$ cat config.mk
export PLATFORM = sky130hd
export DESIGN_NAME = speck64_128_block_cipher_top
export DESIGN_NICKNAME = d
export VERILOG_FILES = /design/src/design/speck_pkg.sv /design/src/design/speck_ctrl.sv /design/src/design/speck_dp.sv /design/src/design/speck64_128_block_cipher_top.sv
export SDC_FILE = /design/constraint.sdc
export NUM_CORES = 2
export LEC_CHECK = 0
export ABC_AREA = 1
export BUFFER_PORTS_ARGS = -buffer_cell sky130_fd_sc_hd__buf_4
export CORE_ASPECT_RATIO = 1.25
export CORE_MARGIN = 2
export CORE_UTILIZATION = 60
export CTS_CLUSTER_SIZE = 40
export DETAILED_ROUTE_END_ITERATION = 8
export GPL_TIMING_DRIVEN = 1
export PLACE_DENSITY = 0.76
export SETUP_SLACK_MARGIN = 0.15
export SLEW_MARGIN = 10
export SYNTH_ARGS = -nofsm -noshare
export SYNTH_HDL_FRONTEND = slang
export SYNTH_SLANG_ARGS = --single-unit
export TNS_END_PERCENT = 20
$ cat constraint.sdc
create_clock -name clk -period 5.2 [get_ports clk]
set_input_delay 1.04 -clock clk [delete_from_list [all_inputs] [get_ports clk]]
set_output_delay 1.04 -clock clk [all_outputs]
set_load 0.02 [all_outputs]
$ cat src/design/speck_pkg.sv
// Shared constants and types for the SPECK-64/128 block cipher.
// No dependencies; used by the controller, the datapath and the top level.
package speck_pkg;

  localparam int WORD_W         = 32;
  localparam int ROUND_COUNT_DEF = 27;
  localparam int CFG_IDX_W      = 2;

  // configuration register indexes
  localparam logic [CFG_IDX_W-1:0] CFG_KEY0 = 2'd0;
  localparam logic [CFG_IDX_W-1:0] CFG_KEY1 = 2'd1;
  localparam logic [CFG_IDX_W-1:0] CFG_KEY2 = 2'd2;
  localparam logic [CFG_IDX_W-1:0] CFG_KEY3 = 2'd3;

  // operation codes
  localparam logic OP_ENCRYPT = 1'b0;
  localparam logic OP_DECRYPT = 1'b1;

  // controller to datapath commands
  typedef struct packed {
    logic kload;      // load schedule words from key registers
    logic exp_step;   // one key schedule step, write round key
    logic in_load;    // capture input block
    logic round_step; // one cipher round
    logic dec;        // round direction
    logic out_load;   // load output register
  } ctrl_cmd_t;

endpackage

$ cat src/design/speck_ctrl.sv
// Controller FSM for the SPECK-64/128 block cipher: sequencing, round counter,
// handshakes. Depends on speck_pkg.
module speck_ctrl #(
  parameter int ROUND_COUNT = speck_pkg::ROUND_COUNT_DEF,
  localparam int IDX_W = (ROUND_COUNT > 1) ? $clog2(ROUND_COUNT) : 1
) (
  input  logic                  clk,
  input  logic                  rst_n,
  input  logic                  cfg_we,
  input  logic                  in_valid,
  output logic                  in_ready,
  input  logic                  in_operation,
  output logic                  out_valid,
  input  logic                  out_ready,
  output speck_pkg::ctrl_cmd_t  cmd,
  output logic [IDX_W-1:0]      key_idx,
  output logic [IDX_W-1:0]      key_rd_idx
);

  typedef enum logic [4:0] {
    S_IDLE   = 5'b00001,
    S_KLOAD  = 5'b00010,
    S_EXPAND = 5'b00100,
    S_RUN    = 5'b01000,
    S_HOLD   = 5'b10000
  } state_t;

  localparam logic [IDX_W-1:0] LAST_IDX = IDX_W'(ROUND_COUNT - 1);

  state_t            state_r, state_nxt;
  logic [IDX_W-1:0]  cnt_r, cnt_nxt;
  logic              dec_r, dec_nxt;
  logic              out_valid_r, out_valid_nxt;
  logic              out_free;
  logic              run_last;
  logic              in_acc;

  assign out_free = !out_valid_r || out_ready;
  assign run_last = dec_r ? (cnt_r == '0) : (cnt_r == LAST_IDX);
  assign in_ready = (state_r == S_IDLE);
  assign in_acc   = in_valid && in_ready;
  assign out_valid = out_valid_r;
  assign key_idx  = cnt_r;
  // round key store is read with the next count, as its read is registered
  assign key_rd_idx = cnt_nxt;

  always_comb begin
    state_nxt = state_r;
    cnt_nxt   = cnt_r;
    dec_nxt   = dec_r;
    cmd       = '0;
    cmd.dec   = dec_r;
    case (state_r)
      S_IDLE: begin
        if (in_acc) begin
          cmd.in_load = 1'b1;
          dec_nxt     = (in_operation == speck_pkg::OP_DECRYPT);
          cnt_nxt     = (in_operation == speck_pkg::OP_DECRYPT) ? LAST_IDX : '0;
          state_nxt   = S_RUN;
        end
      end
      S_KLOAD: begin
        cmd.kload = 1'b1;
        cnt_nxt   = '0;
        state_nxt = S_EXPAND;
      end
      S_EXPAND: begin
        cmd.exp_step = 1'b1;
        if (cnt_r == LAST_IDX) begin
          cnt_nxt   = '0;
          state_nxt = S_IDLE;
        end else begin
          cnt_nxt = cnt_r + 1'b1;
        end
      end
      S_RUN: begin
        cmd.round_step = 1'b1;
        if (run_last) begin
          cmd.out_load = out_free;
          state_nxt    = out_free ? S_IDLE : S_HOLD;
        end else begin
          cnt_nxt = dec_r ? (cnt_r - 1'b1) : (cnt_r + 1'b1);
        end
      end
      S_HOLD: begin
        if (out_free) begin
          cmd.out_load = 1'b1;
          state_nxt    = S_IDLE;
        end
      end
      default: begin
        state_nxt = S_KLOAD;
      end
    endcase
    // key write restarts the schedule
    if (cfg_we) begin
      state_nxt = S_KLOAD;
    end
  end

  always_comb begin
    if (cmd.out_load) begin
      out_valid_nxt = 1'b1;
    end else if (out_ready) begin
      out_valid_nxt = 1'b0;
    end else begin
      out_valid_nxt = out_valid_r;
    end
  end

  always_ff @(posedge clk) begin
    if (!rst_n) begin
      state_r     <= S_KLOAD;
      cnt_r       <= '0;
      dec_r       <= 1'b0;
      out_valid_r <= 1'b0;
    end else begin
      state_r     <= state_nxt;
      cnt_r       <= cnt_nxt;
      dec_r       <= dec_nxt;
      out_valid_r <= out_valid_nxt;
    end
  end

  // accepted transaction always starts a run
  a_acc_run: assert property (@(posedge clk) disable iff (!rst_n)
    in_acc && !cfg_we |=> state_r == S_RUN)
    else $error("accepted transaction did not start a run");

  // result waiting on a stalled receiver is kept
  a_out_hold: assert property (@(posedge clk) disable iff (!rst_n)
    out_valid_r && !out_ready |=> out_valid_r)
    else $error("pending result dropped");

  // no result loaded over one that is still waiting
  a_no_overwrite: assert property (@(posedge clk) disable iff (!rst_n)
    cmd.out_load |-> out_free)
    else $error("output register overwritten");

  // round counter stays in range
  a_cnt_range: assert property (@(posedge clk) disable iff (!rst_n)
    cnt_r <= LAST_IDX)
    else $error("round counter out of range");

  a_onehot: assert property (@(posedge clk) disable iff (!rst_n)
    $onehot(state_r))
    else $error("state not one-hot");

endmodule

$ cat src/design/speck_dp.sv
// Datapath for the SPECK-64/128 block cipher: key registers, key schedule,
// round key store, ARX round unit and output register. Depends on speck_pkg.
module speck_dp #(
  parameter int ROUND_COUNT = speck_pkg::ROUND_COUNT_DEF,
  localparam int IDX_W = (ROUND_COUNT > 1) ? $clog2(ROUND_COUNT) : 1
) (
  input  logic                                clk,
  input  logic                                rst_n,
  input  logic                                cfg_we,
  input  logic [speck_pkg::CFG_IDX_W-1:0]     cfg_index,
  input  logic [speck_pkg::WORD_W-1:0]        cfg_wdata,
  input  speck_pkg::ctrl_cmd_t                cmd,
  input  logic [IDX_W-1:0]                    key_idx,
  input  logic [IDX_W-1:0]                    key_rd_idx,
  input  logic [speck_pkg::WORD_W-1:0]        in_block_high,
  input  logic [speck_pkg::WORD_W-1:0]        in_block_low,
  output logic [speck_pkg::WORD_W-1:0]        out_result_high,
  output logic [speck_pkg::WORD_W-1:0]        out_result_low
);

  localparam int W = speck_pkg::WORD_W;

  function automatic logic [W-1:0] ror(input logic [W-1:0] v, input int n);
    ror = (v >> n) | (v << (W - n));
  endfunction

  function automatic logic [W-1:0] rol(input logic [W-1:0] v, input int n);
    rol = (v << n) | (v >> (W - n));
  endfunction

  logic [W-1:0] key0_r, key1_r, key2_r, key3_r;
  logic [W-1:0] a_r, l0_r, l1_r, l2_r;
  logic [W-1:0] l_new, a_new;
  logic [W-1:0] x_r, y_r, x_nxt, y_nxt;
  logic [W-1:0] rk_r;
  logic [W-1:0] res_high_r, res_low_r;
  logic [W-1:0] key_mem [ROUND_COUNT];

  // key registers
  always_ff @(posedge clk) begin
    if (!rst_n) begin
      key0_r <= '0;
      key1_r <= '0;
      key2_r <= '0;
      key3_r <= '0;
    end else if (cfg_we) begin
      case (cfg_index)
        speck_pkg::CFG_KEY0: key0_r <= cfg_wdata;
        speck_pkg::CFG_KEY1: key1_r <= cfg_wdata;
        speck_pkg::CFG_KEY2: key2_r <= cfg_wdata;
        speck_pkg::CFG_KEY3: key3_r <= cfg_wdata;
        default: ;
      endcase
    end
  end

  // schedule: l words rotate through l0 so the i mod 3 pick is always l0
  assign l_new = (ror(l0_r, 8) + a_r) ^ W'(key_idx);
  assign a_new = rol(a_r, 3) ^ l_new;

  always_ff @(posedge clk) begin
    if (cmd.kload) begin
      a_r  <= key0_r;
      l0_r <= key1_r;
      l1_r <= key2_r;
      l2_r <= key3_r;
    end else if (cmd.exp_step) begin
      a_r  <= a_new;
      l0_r <= l1_r;
      l1_r <= l2_r;
      l2_r <= l_new;
    end
  end

  always_ff @(posedge clk) begin
    if (cmd.exp_step) begin
      key_mem[key_idx] <= a_r;
    end
  end

  // registered read: the key for next cycle's round
  always_ff @(posedge clk) begin
    rk_r <= key_mem[key_rd_idx];
  end

  // one ARX round, either direction
  always_comb begin
    if (cmd.dec) begin
      y_nxt = ror(y_r ^ x_r, 3);
      x_nxt = rol((x_r ^ rk_r) - y_nxt, 8);
    end else begin
      x_nxt = (ror(x_r, 8) + y_r) ^ rk_r;
      y_nxt = rol(y_r, 3) ^ x_nxt;
    end
  end

  always_ff @(posedge clk) begin
    if (cmd.in_load) begin
      y_r <= in_block_high;
      x_r <= in_block_low;
    end else if (cmd.round_step) begin
      y_r <= y_nxt;
      x_r <= x_nxt;
    end
  end

  always_ff @(posedge clk) begin
    if (cmd.out_load) begin
      res_high_r <= cmd.round_step ? y_nxt : y_r;
      res_low_r  <= cmd.round_step ? x_nxt : x_r;
    end
  end

  assign out_result_high = res_high_r;
  assign out_result_low  = res_low_r;

endmodule

$ cat src/design/speck64_128_block_cipher_top.sv
// Top level of the SPECK-64/128 block cipher (ECB, one block per transaction).
// Depends on speck_pkg, speck_ctrl and speck_dp.
//
// Usage:
//  - Key: four 32-bit words written on cfg_we/cfg_index/cfg_wdata, one per
//    cycle, no wait. Each write restarts the key schedule: a load step, then
//    one expansion step per round key, during which in_ready is low.
//  - Reset: key words clear to zero and the all-zero key is expanded, so
//    in_ready stays low until that expansion is done after reset is released.
//  - Input: in_valid/in_ready; in_operation 0 encrypts, 1 decrypts the block
//    in_block_high (y) / in_block_low (x).
//  - Rounds: one ARX round per clock through a single round unit against the
//    round key store.
//  - Blocks: one at a time; the next block is taken in the cycle after a
//    result is registered.
//  - Stall: the output register holds a result while out_ready is low; the
//    next block may run meanwhile and then waits in its working registers
//    until the output register is free.
module speck64_128_block_cipher_top #(
  parameter int ROUND_COUNT = speck_pkg::ROUND_COUNT_DEF
) (
  input  logic                             clk,
  input  logic                             rst_n,
  input  logic                             cfg_we,
  input  logic [speck_pkg::CFG_IDX_W-1:0]  cfg_index,
  input  logic [speck_pkg::WORD_W-1:0]     cfg_wdata,
  input  logic                             in_valid,
  output logic                             in_ready,
  input  logic                             in_operation,
  input  logic [speck_pkg::WORD_W-1:0]     in_block_high,
  input  logic [speck_pkg::WORD_W-1:0]     in_block_low,
  output logic                             out_valid,
  input  logic                             out_ready,
  output logic [speck_pkg::WORD_W-1:0]     out_result_high,
  output logic [speck_pkg::WORD_W-1:0]     out_result_low
);

  localparam int IDX_W = (ROUND_COUNT > 1) ? $clog2(ROUND_COUNT) : 1;

  speck_pkg::ctrl_cmd_t cmd;
  logic [IDX_W-1:0]     key_idx;
  logic [IDX_W-1:0]     key_rd_idx;

  // sequencing, round counter and handshakes
  speck_ctrl #(
    .ROUND_COUNT (ROUND_COUNT)
  ) u_ctrl (
    .clk          (clk),
    .rst_n        (rst_n),
    .cfg_we       (cfg_we),
    .in_valid     (in_valid),
    .in_ready     (in_ready),
    .in_operation (in_operation),
    .out_valid    (out_valid),
    .out_ready    (out_ready),
    .cmd          (cmd),
    .key_idx      (key_idx),
    .key_rd_idx   (key_rd_idx)
  );

  // key schedule, round key store, round unit, output register
  speck_dp #(
    .ROUND_COUNT (ROUND_COUNT)
  ) u_dp (
    .clk             (clk),
    .rst_n           (rst_n),
    .cfg_we          (cfg_we),
    .cfg_index       (cfg_index),
    .cfg_wdata       (cfg_wdata),
    .cmd             (cmd),
    .key_idx         (key_idx),
    .key_rd_idx      (key_rd_idx),
    .in_block_high   (in_block_high),
    .in_block_low    (in_block_low),
    .out_result_high (out_result_high),
    .out_result_low  (out_result_low)
  );

endmodule

==> metrics.csv <==
metric,value,unit
seq_area_frac_synth,58.6,%
yosysWarningCount,0,
die_area,106000,µm²
global_route.usage.total,36.1,%
synth_cell_types,49,
rsz_0062_raised_after_global_routing,no,
total_leakage_power,0.0293,µW
synth_common_cells,"sky130_fd_sc_hd__nand2_1, sky130_fd_sc_hd__edfxtp_1, sky130_fd_sc_hd__nand3_1",
post-route-min-period,4.02,ns
timing.setup.critical_path_class,flip-flop to flip-flop,
tritoncts,done,
cp.required,5.69,ns
worst_setup_hold_path_clk_slew,0.07,ns
grt_first_pass_wirelength,286,mm
cts.path.max_buffers,3,
timing.final.setup_violations,0,
initial_core_util,60.2,%
power,27100,µW
drive_above_1_share,8.20,%
clockRootBuffer,sky130_fd_sc_hd__clkbuf_16,
clock_skew,0.0382,ns
setup_ws,1.18,ns
largest_net_degree_at_the_start_of_global_routing,216,
final_core_util,66.7,%
syn-instance-count,6700,
slew_violations,0,
power_frac_seq,48.9,%
maxClockFrequency,0.249,GHz
vertical_die_dimension,364,µm
syn-mean-instance-area,9.28,µm²
syn_area,62200,µm²
synth-async-reset-ratio,0,%
core-area,103000,µm²
drt_first_pass_iters,6,
p_sw,8000,µW
power_per_cell_area,393,nW/µm²
crit_fanout,6,
post-place-cells,7967,
die_w,292,µm
routed_via_count,48500,
grt_pass1_vias,46800,
final_cell_count_no_fill,8197,
post_drt_wl_per_cell,23.6,µm
placement.io_buffers,169,
insertion_delay,0.75,ns
synth.largest_area_cell,sky130_fd_sc_hd__edfxtp_1,
tightest_slew,1.44,ns
mappedNetlistNets,6905,
cts.sinks,1292,
cts.repair.resized,0,
finalCritPeriodShare,77.4,%
fin_tns_setup,0,ns
p_int,19100,µW
cp-start-kind,flip-flop,
nets,6954,
outcome,"finished, final reports clean",
power.combinational.fraction,16.8,%
timing.final.hold_violations,0,
critPathArrivalTime,4.52,ns
ioPinCount,170,
area.growth.synth_to_final,10.8,%
cts-hold-fix-buffers,0,
postRouteWirelength,194,mm
drv.max_cap_violation_count,0,
synth.most_common_cell,sky130_fd_sc_hd__nand2_1,
ant_nets,0,
placementRows,132,
post-route-drc-count,0,
fillers,8046,
ys_seq_elements,1292,
power_switching_share,29.5,%
avgViaCountPerCell,5.92,
synth_top_cells_by_area,"sky130_fd_sc_hd__edfxtp_1, sky130_fd_sc_hd__nand2_1, sky130_fd_sc_hd__nand3_1",
synth_flop_cell,sky130_fd_sc_hd__edfxtp_1,
place_hpwl,124,mm
power_frac_clock,34.3,%
grt_overflow,0,
htreeDepth,3,
worst_ir_drop_vdd,459,µV
cts-buffers-inserted,119,
hold_path.class,flip-flop to flip-flop,
max-slew-margin-rel,3.56,%
synthDominantCellAreaShare,51.0,%
setup.worst_path.end_class,flip-flop,
number_of_antenna_violations_at_the_first_check_in_global_routing,4,
place_worst_setup_slack,1.30,ns
r2r_setup_slack,1.18,ns
cts_setup_buffers,0,
gp_routability_congestion,1.02,
detailedRoute.firstIterationViolations,5092,
synth_enable_flop_cells,1056,
## cell families after synthesis
logic type | count (synthesis) | share of synthesized area (%)
fa+ha+maj | 101 | 2.07
buf+inv | 1243 | 8.17
mux | 9 | 0.145
flops | 1292 | 58.6
xor+xnor | 159 | 2.24
simple gates | 3224 | 23.0
compound gates | 672 | 5.82
## state kept, by name, indices dropped and copies added (netlist names)
| name | cells |
|---|---|
| u_dp.y_r | 32 |
| u_dp.out_result_high | 32 |
| u_dp.key3_r | 32 |
| u_dp.l2_r | 32 |
| u_dp.out_result_low | 32 |
| u_ctrl.out_valid | 1 |
| u_dp.key1_r | 32 |
| u_dp.key0_r | 32 |
| u_ctrl.state_r | 5 |
| u_dp.rk_r | 32 |
| u_dp.l1_r | 32 |
| u_dp.key2_r | 32 |
| u_dp.l0_r | 32 |
| u_dp.x_r | 32 |
| u_dp.a_r | 32 |
| u_ctrl.key_idx | 5 |
| u_ctrl.dec_r | 1 |
| u_dp.key_mem | 864 |
## layer usage
metal	routed length [µm]	vias up	track usage, %
met5	13	-	0
met4	14800	2	25.1
met3	15100	608	4.80
met2	96100	2409	62.5
met1	67700	23100	41.7
li1	-	22400	-
## path summary, 6_finish.rpt
kind	to	start	cells past startpoint
min reg2reg	u_dp.key3_r[8]	u_dp.key3_r[8]	2
max reg2reg	u_dp.out_result_low[6]	u_dp.x_r[0]	12
min	u_dp.key3_r[8]	u_dp.key3_r[8]	2
max	u_dp.out_result_low[6]	u_dp.x_r[0]	12
## cell type report
| class | count | area, µm² | area share (%) |
|---|---|---|---|
| inverter | 910 | 3430 | 4.97 |
| antenna | 2 | 5.00 | 0.00727 |
| timing repair buffer | 261 | 2180 | 3.16 |
| tap | 1340 | 1680 | 2.43 |
| clock buffer | 151 | 3360 | 4.88 |
| sequential | 1292 | 36400 | 52.9 |
| multi-input combinational | 4165 | 21000 | 30.4 |
| clock inverter | 76 | 832 | 1.21 |
## power by group through the flow
stage | clock network [µW] | registers [µW] | logic [µW]
floorplan | 0 | 13200 | 2660
global placement | 0 | 13400 | 4390
detailed placement | 0 | 13400 | 4420
CTS | 9330 | 13200 | 4450
global route | 9710 | 13300 | 4940
finish | 9310 | 13300 | 4540
## metrics by stage
stage	hold slack, ns	cell area (µm²)
6_report	0.446	68900
3_5_place_dp	0.439	64700
2_1_floorplan	0.425	62200
5_1_grt	0.462	68900
4_1_cts	0.448	68900
3_3_place_gp	0.433	64700
## worst max-delay path: stages, from the launching register on
cell and delay [ns]:
sky130_fd_sc_hd__dfxtp_1 0.48, sky130_fd_sc_hd__xnor2_1 1.18, sky130_fd_sc_hd__ha_1 0.42, sky130_fd_sc_hd__inv_1 0.39, sky130_fd_sc_hd__nor3_1 0.16, sky130_fd_sc_hd__a21oi_1 0.15
sky130_fd_sc_hd__o21ai_0 0.09, sky130_fd_sc_hd__nor2_1 0.12, sky130_fd_sc_hd__nand2_1 0.31, sky130_fd_sc_hd__nand2_1 0.15, sky130_fd_sc_hd__nand2_1 0.05, sky130_fd_sc_hd__o21ai_0 0.19
sky130_fd_sc_hd__nand2_1 0.09
## cell usage in the layout (no fill, tap or decap), types with 26 or more instances in the layout
cell type / netlist / final
sky130_fd_sc_hd__xor2_1: 92 / 92
sky130_fd_sc_hd__edfxtp_1: 1056 / 1056
sky130_fd_sc_hd__ha_1: 98 / 98
sky130_fd_sc_hd__a21oi_1: 218 / 217
sky130_fd_sc_hd__a31oi_1: 28 / 28
sky130_fd_sc_hd__clkinv_2: 0 / 28
sky130_fd_sc_hd__nand3_1: 1046 / 1045
sky130_fd_sc_hd__nand3b_1: 172 / 172
sky130_fd_sc_hd__nor2_1: 377 / 347
sky130_fd_sc_hd__dfxtp_1: 236 / 235
sky130_fd_sc_hd__nand2_1: 1549 / 1547
sky130_fd_sc_hd__o21ai_1: 32 / 32
sky130_fd_sc_hd__inv_1: 899 / 896
sky130_fd_sc_hd__xnor2_1: 67 / 67
sky130_fd_sc_hd__nor2_4: 1 / 31
sky130_fd_sc_hd__buf_4: 30 / 244
sky130_fd_sc_hd__a21oi_2: 26 / 26
sky130_fd_sc_hd__o21ai_0: 321 / 321
sky130_fd_sc_hd__clkbuf_16: 0 / 127
(Power assumes the default switching activity.)
